File: src/hdl/afsh_pkg.sv
`timescale 1ns / 1ps
package afsh_pkg;

  localparam int WINDOW_BYTES = 6;
  localparam int FILL_W       = $clog2(WINDOW_BYTES);
  localparam int BIDX_W       = $clog2(WINDOW_BYTES);
  localparam int LEN_W        = 13;
  localparam int LIMIT_W      = 16;

  localparam logic [7:0]         HDR_SYNC0      = 8'hFF;
  localparam logic [7:0]         HDR_SYNC1_MASK = 8'hF0;
  localparam logic [7:0]         HDR_LAYER_MASK = 8'h06;
  localparam logic [LEN_W-1:0]   HDR_LEN_MASK   = 13'h1FFF;
  localparam logic [LIMIT_W-1:0] LIMIT_RESET    = 16'd32768;

  localparam int QUEUE_DEPTH = 4;
  localparam int QPTR_W      = $clog2(QUEUE_DEPTH);
  localparam int QCNT_W      = $clog2(QUEUE_DEPTH + 1);

  typedef enum logic {
    ENT_BYTE,
    ENT_BURST
  } ent_kind_t;

  // bytes[0] is the oldest byte of a burst; a single beat uses bytes[0]
  typedef struct packed {
    ent_kind_t                        kind;
    logic [WINDOW_BYTES-1:0][7:0]     bytes;
  } ent_t;

  typedef struct packed {
    logic full;
    logic empty;
  } q_status_t;

endpackage

File: src/hdl/afsh_front.sv
`timescale 1ns / 1ps
module afsh_front (
  input  logic                          clk,
  input  logic                          rst,
  input  logic                          cfg_write,
  input  logic [afsh_pkg::LIMIT_W-1:0]  cfg_data,
  input  logic                          in_valid,
  output logic                          in_stall,
  input  logic [7:0]                    data_byte,
  input  afsh_pkg::q_status_t           q_st,
  output logic                          push,
  output afsh_pkg::ent_t                push_ent
);
  import afsh_pkg::*;

  logic [7:0]         win [WINDOW_BYTES-1];
  logic [7:0]         win_next [WINDOW_BYTES-1];
  logic [FILL_W-1:0]  fill, fill_next;
  logic [LIMIT_W-1:0] pos, pos_next, limit;
  logic [LEN_W-1:0]   rem, rem_next;
  logic               in_frame, in_frame_next;

  logic                         accept;
  logic [WINDOW_BYTES-1:0][7:0] w;
  logic [LEN_W-1:0]             len;
  logic [LEN_W-1:0]             rem_dec;
  logic [LIMIT_W-1:0]           pos_inc;
  logic                         hdr;

  assign in_stall = q_st.full;
  assign accept   = in_valid && !q_st.full;

  always_comb begin
    for (int i = 0; i < WINDOW_BYTES - 1; i++) begin
      w[i] = win[i];
    end
    w[WINDOW_BYTES-1] = data_byte;
  end

  assign len = {w[3][1:0], w[4], w[5][7:5]} & HDR_LEN_MASK;
  assign hdr = (w[0] == HDR_SYNC0)
            && ((w[1] & HDR_SYNC1_MASK) == HDR_SYNC1_MASK)
            && ((w[1] & HDR_LAYER_MASK) == 8'h00)
            && (len >= LEN_W'(WINDOW_BYTES + 1));
  assign rem_dec = rem - LEN_W'(rem != '0);
  assign pos_inc = pos + LIMIT_W'(1);

  always_comb begin
    for (int i = 0; i < WINDOW_BYTES - 1; i++) begin
      win_next[i] = win[i];
    end
    fill_next      = fill;
    pos_next       = pos;
    rem_next       = rem;
    in_frame_next  = in_frame;
    push           = 1'b0;
    push_ent.kind  = ENT_BYTE;
    push_ent.bytes = '0;
    if (accept) begin
      if (in_frame) begin
        // pass the byte through
        push              = 1'b1;
        push_ent.bytes[0] = data_byte;
        rem_next          = rem_dec;
        if (rem_dec == '0) begin
          in_frame_next = 1'b0;
          fill_next     = '0;
        end
      end else if (fill < FILL_W'(WINDOW_BYTES - 1)) begin
        for (int i = 0; i < WINDOW_BYTES - 1; i++) begin
          if (fill == FILL_W'(i)) win_next[i] = data_byte;
        end
        fill_next = fill + FILL_W'(1);
      end else if (hdr) begin
        push           = 1'b1;
        push_ent.kind  = ENT_BURST;
        push_ent.bytes = w;
        rem_next       = len - LEN_W'(WINDOW_BYTES);
        in_frame_next  = 1'b1;
        pos_next       = '0;
        fill_next      = '0;
      end else begin
        // slide by one byte
        for (int i = 0; i < WINDOW_BYTES - 2; i++) begin
          win_next[i] = win[i+1];
        end
        win_next[WINDOW_BYTES-2] = data_byte;
        if (pos_inc >= limit) begin
          pos_next = '0;
          push     = 1'b1;
        end else begin
          pos_next = pos_inc;
        end
      end
    end
  end

  always_ff @(posedge clk) begin
    if (rst) begin
      fill     <= '0;
      pos      <= '0;
      rem      <= '0;
      in_frame <= 1'b0;
      limit    <= LIMIT_RESET;
    end else begin
      fill     <= fill_next;
      pos      <= pos_next;
      rem      <= rem_next;
      in_frame <= in_frame_next;
      if (cfg_write) limit <= cfg_data;
    end
  end

  always_ff @(posedge clk) begin
    for (int i = 0; i < WINDOW_BYTES - 1; i++) begin
      win[i] <= win_next[i];
    end
  end

  a_frame_empty_window: assert property (@(posedge clk) disable iff (rst)
    in_frame |-> (fill == '0)) else $error("window not empty inside a frame");
  a_frame_has_bytes: assert property (@(posedge clk) disable iff (rst)
    in_frame |-> (rem != '0)) else $error("inside a frame with no bytes left");
  a_burst_sets_frame: assert property (@(posedge clk) disable iff (rst)
    (push && push_ent.kind == ENT_BURST) |=> in_frame)
    else $error("header burst did not enter a frame");

endmodule

File: src/hdl/afsh_queue.sv
`timescale 1ns / 1ps
module afsh_queue (
  input  logic                clk,
  input  logic                rst,
  input  logic                push,
  input  afsh_pkg::ent_t      push_ent,
  input  logic                pop,
  output afsh_pkg::ent_t      head,
  output afsh_pkg::q_status_t st
);
  import afsh_pkg::*;

  ent_t              mem [QUEUE_DEPTH];
  logic [QPTR_W-1:0] rd_ptr, wr_ptr;
  logic [QCNT_W-1:0] count;

  assign st.full  = (count == QCNT_W'(QUEUE_DEPTH));
  assign st.empty = (count == '0);
  assign head     = mem[rd_ptr];

  always_ff @(posedge clk) begin
    if (push) mem[wr_ptr] <= push_ent;
  end

  always_ff @(posedge clk) begin
    if (rst) begin
      rd_ptr <= '0;
      wr_ptr <= '0;
      count  <= '0;
    end else begin
      if (push) wr_ptr <= wr_ptr + QPTR_W'(1);
      if (pop)  rd_ptr <= rd_ptr + QPTR_W'(1);
      if (push && !pop) count <= count + QCNT_W'(1);
      else if (pop && !push) count <= count - QCNT_W'(1);
    end
  end

  a_no_push_full: assert property (@(posedge clk) disable iff (rst)
    st.full |-> !push) else $error("push into full queue");
  a_no_pop_empty: assert property (@(posedge clk) disable iff (rst)
    st.empty |-> !pop) else $error("pop from empty queue");
  a_count_range: assert property (@(posedge clk) disable iff (rst)
    count <= QCNT_W'(QUEUE_DEPTH)) else $error("queue count out of range");

endmodule

File: src/hdl/afsh_back.sv
`timescale 1ns / 1ps
module afsh_back (
  input  logic                clk,
  input  logic                rst,
  input  afsh_pkg::ent_t      head,
  input  afsh_pkg::q_status_t q_st,
  output logic                pop,
  output logic                out_valid,
  input  logic                out_stall,
  output logic [7:0]          out_byte
);
  import afsh_pkg::*;

  logic [BIDX_W-1:0] idx;
  logic              beat;
  logic              last;

  assign out_valid = !q_st.empty;
  assign out_byte  = head.bytes[idx];
  assign beat      = out_valid && !out_stall;
  assign last      = (head.kind == ENT_BYTE) || (idx == BIDX_W'(WINDOW_BYTES - 1));
  assign pop       = beat && last;

  always_ff @(posedge clk) begin
    if (rst) begin
      idx <= '0;
    end else if (beat) begin
      // advance through a burst, rewind on the last beat of an entry
      idx <= last ? '0 : idx + BIDX_W'(1);
    end
  end

  a_mid_burst: assert property (@(posedge clk) disable iff (rst)
    (idx != '0) |-> (!q_st.empty && head.kind == ENT_BURST))
    else $error("burst index set without a burst at the head");
  a_idx_range: assert property (@(posedge clk) disable iff (rst)
    idx <= BIDX_W'(WINDOW_BYTES - 1)) else $error("burst index out of range");
  a_burst_step: assert property (@(posedge clk) disable iff (rst)
    (beat && !last) |=> (idx == $past(idx) + BIDX_W'(1)))
    else $error("burst index did not advance");

endmodule

File: src/hdl/adts_frame_sync_hunter_top.sv
`timescale 1ns / 1ps
// channel   direction  handshake             payload
// in        input      in_valid / in_stall   data_byte [7:0]
// out       output     out_valid / out_stall out_byte [7:0]
// cfg       input      cfg_write             cfg_data [15:0] (search_limit)
//
// Input takes one byte per cycle while the entry queue has room.
// A header sends one six-beat burst entry; output runs one beat per cycle while
// out_stall is low, so the output port sets sustained throughput: one byte per cycle.
// The queue holds four entries; in_stall rises only when it is full.
// rst is synchronous: queue empty, hunting, empty window, limit 32768.
// Output payload comes from queue storage and holds while out_stall is high.
module adts_frame_sync_hunter_top (
  input  logic                         clk,
  input  logic                         rst,
  input  logic                         cfg_write,
  input  logic [afsh_pkg::LIMIT_W-1:0] cfg_data,
  input  logic                         in_valid,
  output logic                         in_stall,
  input  logic [7:0]                   data_byte,
  output logic                         out_valid,
  input  logic                         out_stall,
  output logic [7:0]                   out_byte
);
  import afsh_pkg::*;

  q_status_t q_st;
  ent_t      push_ent;
  ent_t      head;
  logic      push;
  logic      pop;

  afsh_front u_front (
    .clk       (clk),
    .rst       (rst),
    .cfg_write (cfg_write),
    .cfg_data  (cfg_data),
    .in_valid  (in_valid),
    .in_stall  (in_stall),
    .data_byte (data_byte),
    .q_st      (q_st),
    .push      (push),
    .push_ent  (push_ent)
  );

  afsh_queue u_queue (
    .clk      (clk),
    .rst      (rst),
    .push     (push),
    .push_ent (push_ent),
    .pop      (pop),
    .head     (head),
    .st       (q_st)
  );

  afsh_back u_back (
    .clk       (clk),
    .rst       (rst),
    .head      (head),
    .q_st      (q_st),
    .pop       (pop),
    .out_valid (out_valid),
    .out_stall (out_stall),
    .out_byte  (out_byte)
  );

endmodule
File: config.mk
export PLATFORM = sky130hd
export DESIGN_NAME = adts_frame_sync_hunter_top
export DESIGN_NICKNAME = d
export VERILOG_FILES = /design/src/hdl/afsh_pkg.sv /design/src/hdl/afsh_front.sv /design/src/hdl/afsh_queue.sv /design/src/hdl/afsh_back.sv /design/src/hdl/adts_frame_sync_hunter_top.sv
export SDC_FILE = /design/constraint.sdc
export NUM_CORES = 1
export LEC_CHECK = 0
export BUFFER_PORTS_ARGS = -buffer_cell sky130_fd_sc_hd__buf_2
export CAP_MARGIN = 10
export CORE_MARGIN = 1
export CORE_UTILIZATION = 47
export CTS_CLUSTER_SIZE = 24
export DETAILED_ROUTE_END_ITERATION = 16
export GPL_ROUTABILITY_DRIVEN = 0
export HOLD_SLACK_MARGIN = 0.1
export PLACE_DENSITY_LB_ADDON = 0.15
export SETUP_SLACK_MARGIN = 0.5
export SYNTH_ARGS = -nofsm -noshare
export SYNTH_HDL_FRONTEND = slang
export SYNTH_HIERARCHICAL = 1
export SYNTH_SLANG_ARGS = --single-unit
File: constraint.sdc
create_clock -name clk -period 14.9 [get_ports clk]
set_clock_uncertainty 0.2 [all_clocks]
set_input_delay 1.49 -clock clk [delete_from_list [all_inputs] [get_ports clk]]
set_output_delay 1.49 -clock clk [all_outputs]
set_load 0.01 [all_outputs]
# Word level (Yosys, flattened, before mapping)
# Memory sizes are Yosys's and may differ from the RTL's. A register that Yosys moved wholly into a read port is not among the register bits.
# Index checks and enable logic that the tools add are counted.
classes:
  n_addsub: 9
  n_lt_le_gt_ge: 4
  n_eq_ne: 10
  muxes: 41
  bitwise_logic: 3
  n_reduce_logical: 25
op_table:
  columns: ["cell", "n"]
  rows:
  - ["2-to-1 mux 40 bit", 4]
  - ["2-to-1 mux 49 bit", 3]
  - ["2-to-1 mux 8 bit", 7]
  - ["2-to-1 mux 41 bit", 1]
  - ["2-to-1 mux 13 bit", 3]
  - ["2-to-1 mux 16 bit", 2]
  - ["binary-select mux 8 bit (select 3 bit)", 1]
  - ["2-to-1 mux 3 bit", 7]
  - ["adder 16 x 1 -> 16 bit, second input constant", 1]
  - ["greater-or-equal comparator 16 bit", 1]
  - ["greater-or-equal comparator 13 x 3 -> 1 bit, second input constant", 1]
  - ["zero test 13 bit", 1]
  - ["nonzero test 13 bit", 1]
  - ["subtractor 13 x 1 -> 13 bit", 1]
  - ["subtractor 13 x 3 -> 13 bit, second input constant", 1]
  - ["2-to-1 mux 1 bit", 11]
  - ["adder 3 x 1 -> 3 bit, second input constant", 3]
  - ["== test 3 bit, second input constant", 3]
  - ["AND reduction 3 bit", 3]
  - ["== test 8 bit, second input constant", 1]
  - ["logical AND 1 bit", 8]
  - ["zero test 8 bit", 1]
  - ["== test 3 x 2 -> 1 bit, second input constant", 2]
  - ["zero test 3 bit", 2]
  - ["14 further kinds", 23]
word_totals:
  register_bits: 59
  ram_bits: 236
  inputBits: 29
  output_inout_bits: 10
  word_cells: 103
  n_memories: 2
memory_table:
  columns: ["name", "depth", "word_bits", "rd", "rd_clocked_by_memory_dff", "write_ports", "line", "text"]
  rows:
  - ["u_queue.mem", 4, 49, 1, 1, 1, "afsh_queue.sv:13", "ent_t mem [QUEUE_DEPTH];"]
  - ["u_front.win", 5, 8, 5, 0, 5, "afsh_front.sv:16", "logic [7:0] win [WINDOW_BYTES-1];"]

# Depth between registers and ports, before layout
depth:
  ltp_word: 12
  depth_mapped: 20
  depth_no_buf: 19

# Cells and area by module
# The synthesis kept the hierarchy.
modules_own_cells:
  columns: ["mod", "n_inst", "cells_each", "area_per_inst_um2", "seq_area_each_um2"]
  rows:
  - ["afsh_queue", 1, 300, 7521.0, 6065.8]
  - ["afsh_front", 1, 625, 5325.1, 2182.1]
  - ["afsh_back", 1, 70, 593.1, 60.1]

# Worst setup path before layout
# OpenSTA, ideal clock, no wires.
synth_timing:
  path_kind: "input port to flip-flop"
  start: "input data_byte[6]"
  end: "memory u_queue/mem[0][0] (netlist bit) (enable)"
  setup_time_ps: 411
  t_arrival_ps: 4310
  required_time_ps: 14289
  path_slack_ps: 9978
  path_stages: 9
  path_buffers: 1
  path_cell_list: "ha_1 -> a21oi_1 -> o21ai_0 -> o21ai_2 -> nand2_2 -> buf_6 -> nor3_1 -> a211oi_1 -> and2_1"
synth_between:
  elab_chain_len: 8
synth_lines:
  columns: ["element", "line", "text"]
  rows:
  - ["from (decl)", "adts_frame_sync_hunter_top.sv:20", "input logic [7:0] data_byte,"]
  - ["greater-or-equal comparator 13 x 3 -> 1 bit", "afsh_front.sv:44", "&& (len >= LEN_W'(WINDOW_BYTES + 1));"]
  - ["logical AND 1 bit", "afsh_front.sv:44", null]
  - ["2-to-1 mux 1 bit", "afsh_front.sv:74", "end else if (hdr) begin"]
  - ["2-to-1 mux 1 bit", "afsh_front.sv:69", "end else if (fill < FILL_W'(WINDOW_BYTES - 1)) begin"]
  - ["2-to-1 mux 1 bit", "afsh_front.sv:60", "if (in_frame) begin"]
  - ["2-to-1 mux 1 bit", "afsh_front.sv:59", "if (accept) begin"]
  - ["via push", "adts_frame_sync_hunter_top.sv:30", "logic push;"]
  - ["2-to-1 mux 1 bit", "afsh_queue.sv:22", "if (push) mem[wr_ptr] <= push_ent;"]
  - ["2-to-1 mux 1 bit (not written as such)", "afsh_queue.sv:22", null]
  - ["to (decl)", "afsh_queue.sv:13", null]
# The timed path passes the listed nets, and every way through them passes these cells.

# Worst setup path after layout
layout_timing:
  start: "register u_front.pos[2]"
  end: "memory u_queue/mem[3][7] (netlist bit) (enable)"
layout_between:
  elab_chain_len: 9
layout_lines:
  columns: ["element", "line", "text"]
  rows:
  - ["from (decl)", "afsh_front.sv:19", "logic [LIMIT_W-1:0] pos, pos_next, limit;"]
  - ["from (signal assigned)", "afsh_front.sv:107", "pos <= pos_next;"]
  - ["adder 16 x 1 -> 16 bit", "afsh_front.sv:46", "assign pos_inc = pos + LIMIT_W'(1);"]
  - ["greater-or-equal comparator 16 bit", "afsh_front.sv:88", "if (pos_inc >= limit) begin"]
  - ["2-to-1 mux 1 bit", "afsh_front.sv:88", null]
  - ["2-to-1 mux 1 bit", "afsh_front.sv:74", null]
  - ["2-to-1 mux 1 bit", "afsh_front.sv:69", null]
  - ["2-to-1 mux 1 bit", "afsh_front.sv:60", null]
  - ["2-to-1 mux 1 bit", "afsh_front.sv:59", null]
  - ["via push", "adts_frame_sync_hunter_top.sv:30", null]
  - ["2-to-1 mux 1 bit", "afsh_queue.sv:22", null]
  - ["2-to-1 mux 1 bit (not written as such)", "afsh_queue.sv:22", null]
# The timed path passes the listed nets, and every way through them passes these cells.

==> out/metrics.yaml <==
slowest_delay_ns: 0.74
synth-seq-cells: 297
clock_power_share: 0.451
port_buffers: 38
postCtsSetupRepairBufs: 0
use_met3: 0.0324
crit_start: "u_front/pos[2]"
cts_buffer_depth: 3
die_x_um: 171
slowest_stage: "and2_2"
timing.fmax_ghz: 0.187
gr-usage-met1: 0.277
worstPathCellList: "nand4_1, nor2_1, and2_1, and3_1, xor2_1, ha_1, nand4_1, nor2_1, a221o_1, a41o_1, nor3_1, a211oi_1, and2_2, buf_4"
rsz0062_at_grt: "no"
seq_area_frac_synth: 0.618
hold_depth: 2
hold_path_startpoint: "u_back/idx[1]"
antenna_left: 0
utilization: 0.536
initial_core_util: 0.481
p_comb_frac: 0.025
drive_above_1_share: 0.161
hold_violations: 0
seqPwrFrac: 0.523
crit_required_ns: 14.90
fin_nets: 1089
hold_path_class: "reg2reg"
viasPerCell: 5.64
area_growth_pct: 11.3
drtIter0Drc: 648
cp_max_fo: 26
num_vias: 8058
drc: 0
place_ws_ns: 9.39
cts_buffers: 31
synthCells: 995
max_cap_violations: 0
diodes: 0
synth_top_area_cell: "edfxtp_1"
rows: 61
post_cts_resized: 0
async_flop_share: 0
finalCritPeriodShare: 0.360
fin_ws_ns: 9.54
syn_area_um2: 13400
setup_tns_ns: 0
core_area_um2: 27900
r2r-start: "u_front/pos[2]"
wire_per_inst_um: 20.3
wirelength_mm: 29.1
hpwl_mm: 18.3
top_usage_layer: "met2"
grt_pass1_wl_mm: 45.3
synth-edff-count: 236
cp-start-kind: "register"
cts_tree: "built"
grt_pass1_vias: 8070
overflow: 0
syn-mean-instance-area_um2: 13.5
tightest_slew_ns: 0.979
insertion_delay_ns: 0.54
drv_slew: 0
p_switching_mw: 0.342
swShare: 0.199
synth_flop_cell: "edfxtp_1"
max_slew_margin: 0.347
ios: 39
power.density_nw_per_um2: 115
setup_violations: 0
period_minus_slack_ns: 5.36
status: "finished clean"
crit_type: "reg2reg"
layout_common_cells: "236 x edfxtp_1, 125 x nand2_1, 59 x dfxtp_1"
synth_area_leaders: "edfxtp_1 53%, dfxtp_1 9.1%, mux4_2 7.9%, mux2i_1 3.6%, nand2_1 3.5%"
clkSlewWorstSetupHoldPaths_ns: 0.06
leakagePower_nw: 5.40
grt_usage: 0.204
antenna_found_initial: 0
worstRegToRegCells: 14
intPower_mw: 1.38
synth_cell_types: 72
clkSinkCount: 297
layout_commonest_cell: "edfxtp_1"
dr.pass1.iters: 5
grt_max_degree: 50
die_h_um: 171
hold_buffers: 0
cts_root_buffer: "clkbuf_16"
cts.htree.levels: 1
yosysWarnings: 6
end_kind: "register"
use_met2: 0.348
synth_top_area_frac: 0.527
arrival_ns: 5.36
ir_drop_uv: 73.3
dieArea_um2: 29300
through the flow:
stage                     hold slack (ns)  total power [mW]  cell area [µm²]  std cells
final                               0.290              1.72            15000       1429
after global routing                0.316              1.77            15000       1429
after CTS                           0.289              1.74            15000       1429
after detailed placement            0.278             0.960            13900       1374
after global placement              0.269             0.959            13900       1374
after floorplan                     0.256             0.943            13400        996
kinds of logic after synthesis:
kind of cell | share of synthesized area
simple gates | 0.121
compound gates | 0.0563
buf+inv | 0.0329
mux | 0.121
other cells | 0.000279
flops | 0.618
fa+ha+maj | 0.0294
xor+xnor | 0.0209
cell type report:
class | instances | area [µm²]
fill | 2370 | 13000
multi-input combinational | 609 | 4710
sequential | 297 | 8310
tap | 378 | 473
clock inverter | 19 | 226
timing repair buffer | 55 | 318
clock buffer | 36 | 795
inverter | 35 | 131
critical path: cells and delay by family, from the launching register on:
kind	cells	cell delay [ns]
xor+xnor	1	0.09
flops	1	0.43
compound gates	3	1.26
fa+ha+maj	1	0.30
simple gates	8	2.22
buf+inv	1	0.48
cells in the mapped netlist, types with 3 or more instances:
cell type and number:
nor4_1 11, nand2_1 125, a21o_1 5, nor3_1 17, nand3_1 12, buf_4 8, o41ai_1 4, a31oi_1 4
o211ai_1 3, a32o_1 3, buf_1 7, buf_2 8, a211oi_1 3, a21oi_1 33, o221ai_1 8, clkbuf_1 25
nor3b_1 6, o21ai_0 22, nand2b_1 8, xnor2_1 16, o32ai_1 3, and2_1 43, edfxtp_1 236, nand4_1 15
ha_1 30, or3_1 15, xor2_1 16, and3_1 4, nor2_1 57, nor4b_1 3, mux2i_1 48, buf_6 4
mux4_2 47, mux2_2 3, inv_1 35, or4_1 5, dfxtp_1 61
per-layer routing:
layer,vias to the layer above,routed length [µm]
met4,0,354
met1,4038,13000
li1,3798,-
met3,26,1490
met5,-,0
met2,196,14200
power groups by stage:
stage	logic (mW)	clock network [mW]	registers, mW
detailed placement	0.0436	0	0.916
floorplan	0.0288	0	0.914
CTS	0.0439	0.794	0.898
global route	0.0488	0.824	0.899
global placement	0.0434	0	0.916
finish	0.0436	0.775	0.898
worst paths after layout:
check	to	slack, ns
max	u_queue/mem[3][7]	9.54
min	u_back/idx[1]	0.29
max reg2reg	u_queue/mem[3][7]	9.54
min reg2reg	u_back/idx[1]	0.29
sequential cells by signal, summed over array words and instances, names as in the netlist, named ones only:
signal / count
u_front/rem: 13
u_queue/mem: 196
u_front/limit: 16
u_front/pos: 16
u_front/fill: 3
u_back/idx: 3
u_queue/rd_ptr: 2
u_front/in_frame: 1
u_queue/wr_ptr: 2
u_queue/count: 3
u_front/win: 40
No activity file was read; power rests on OpenSTA's default activity.
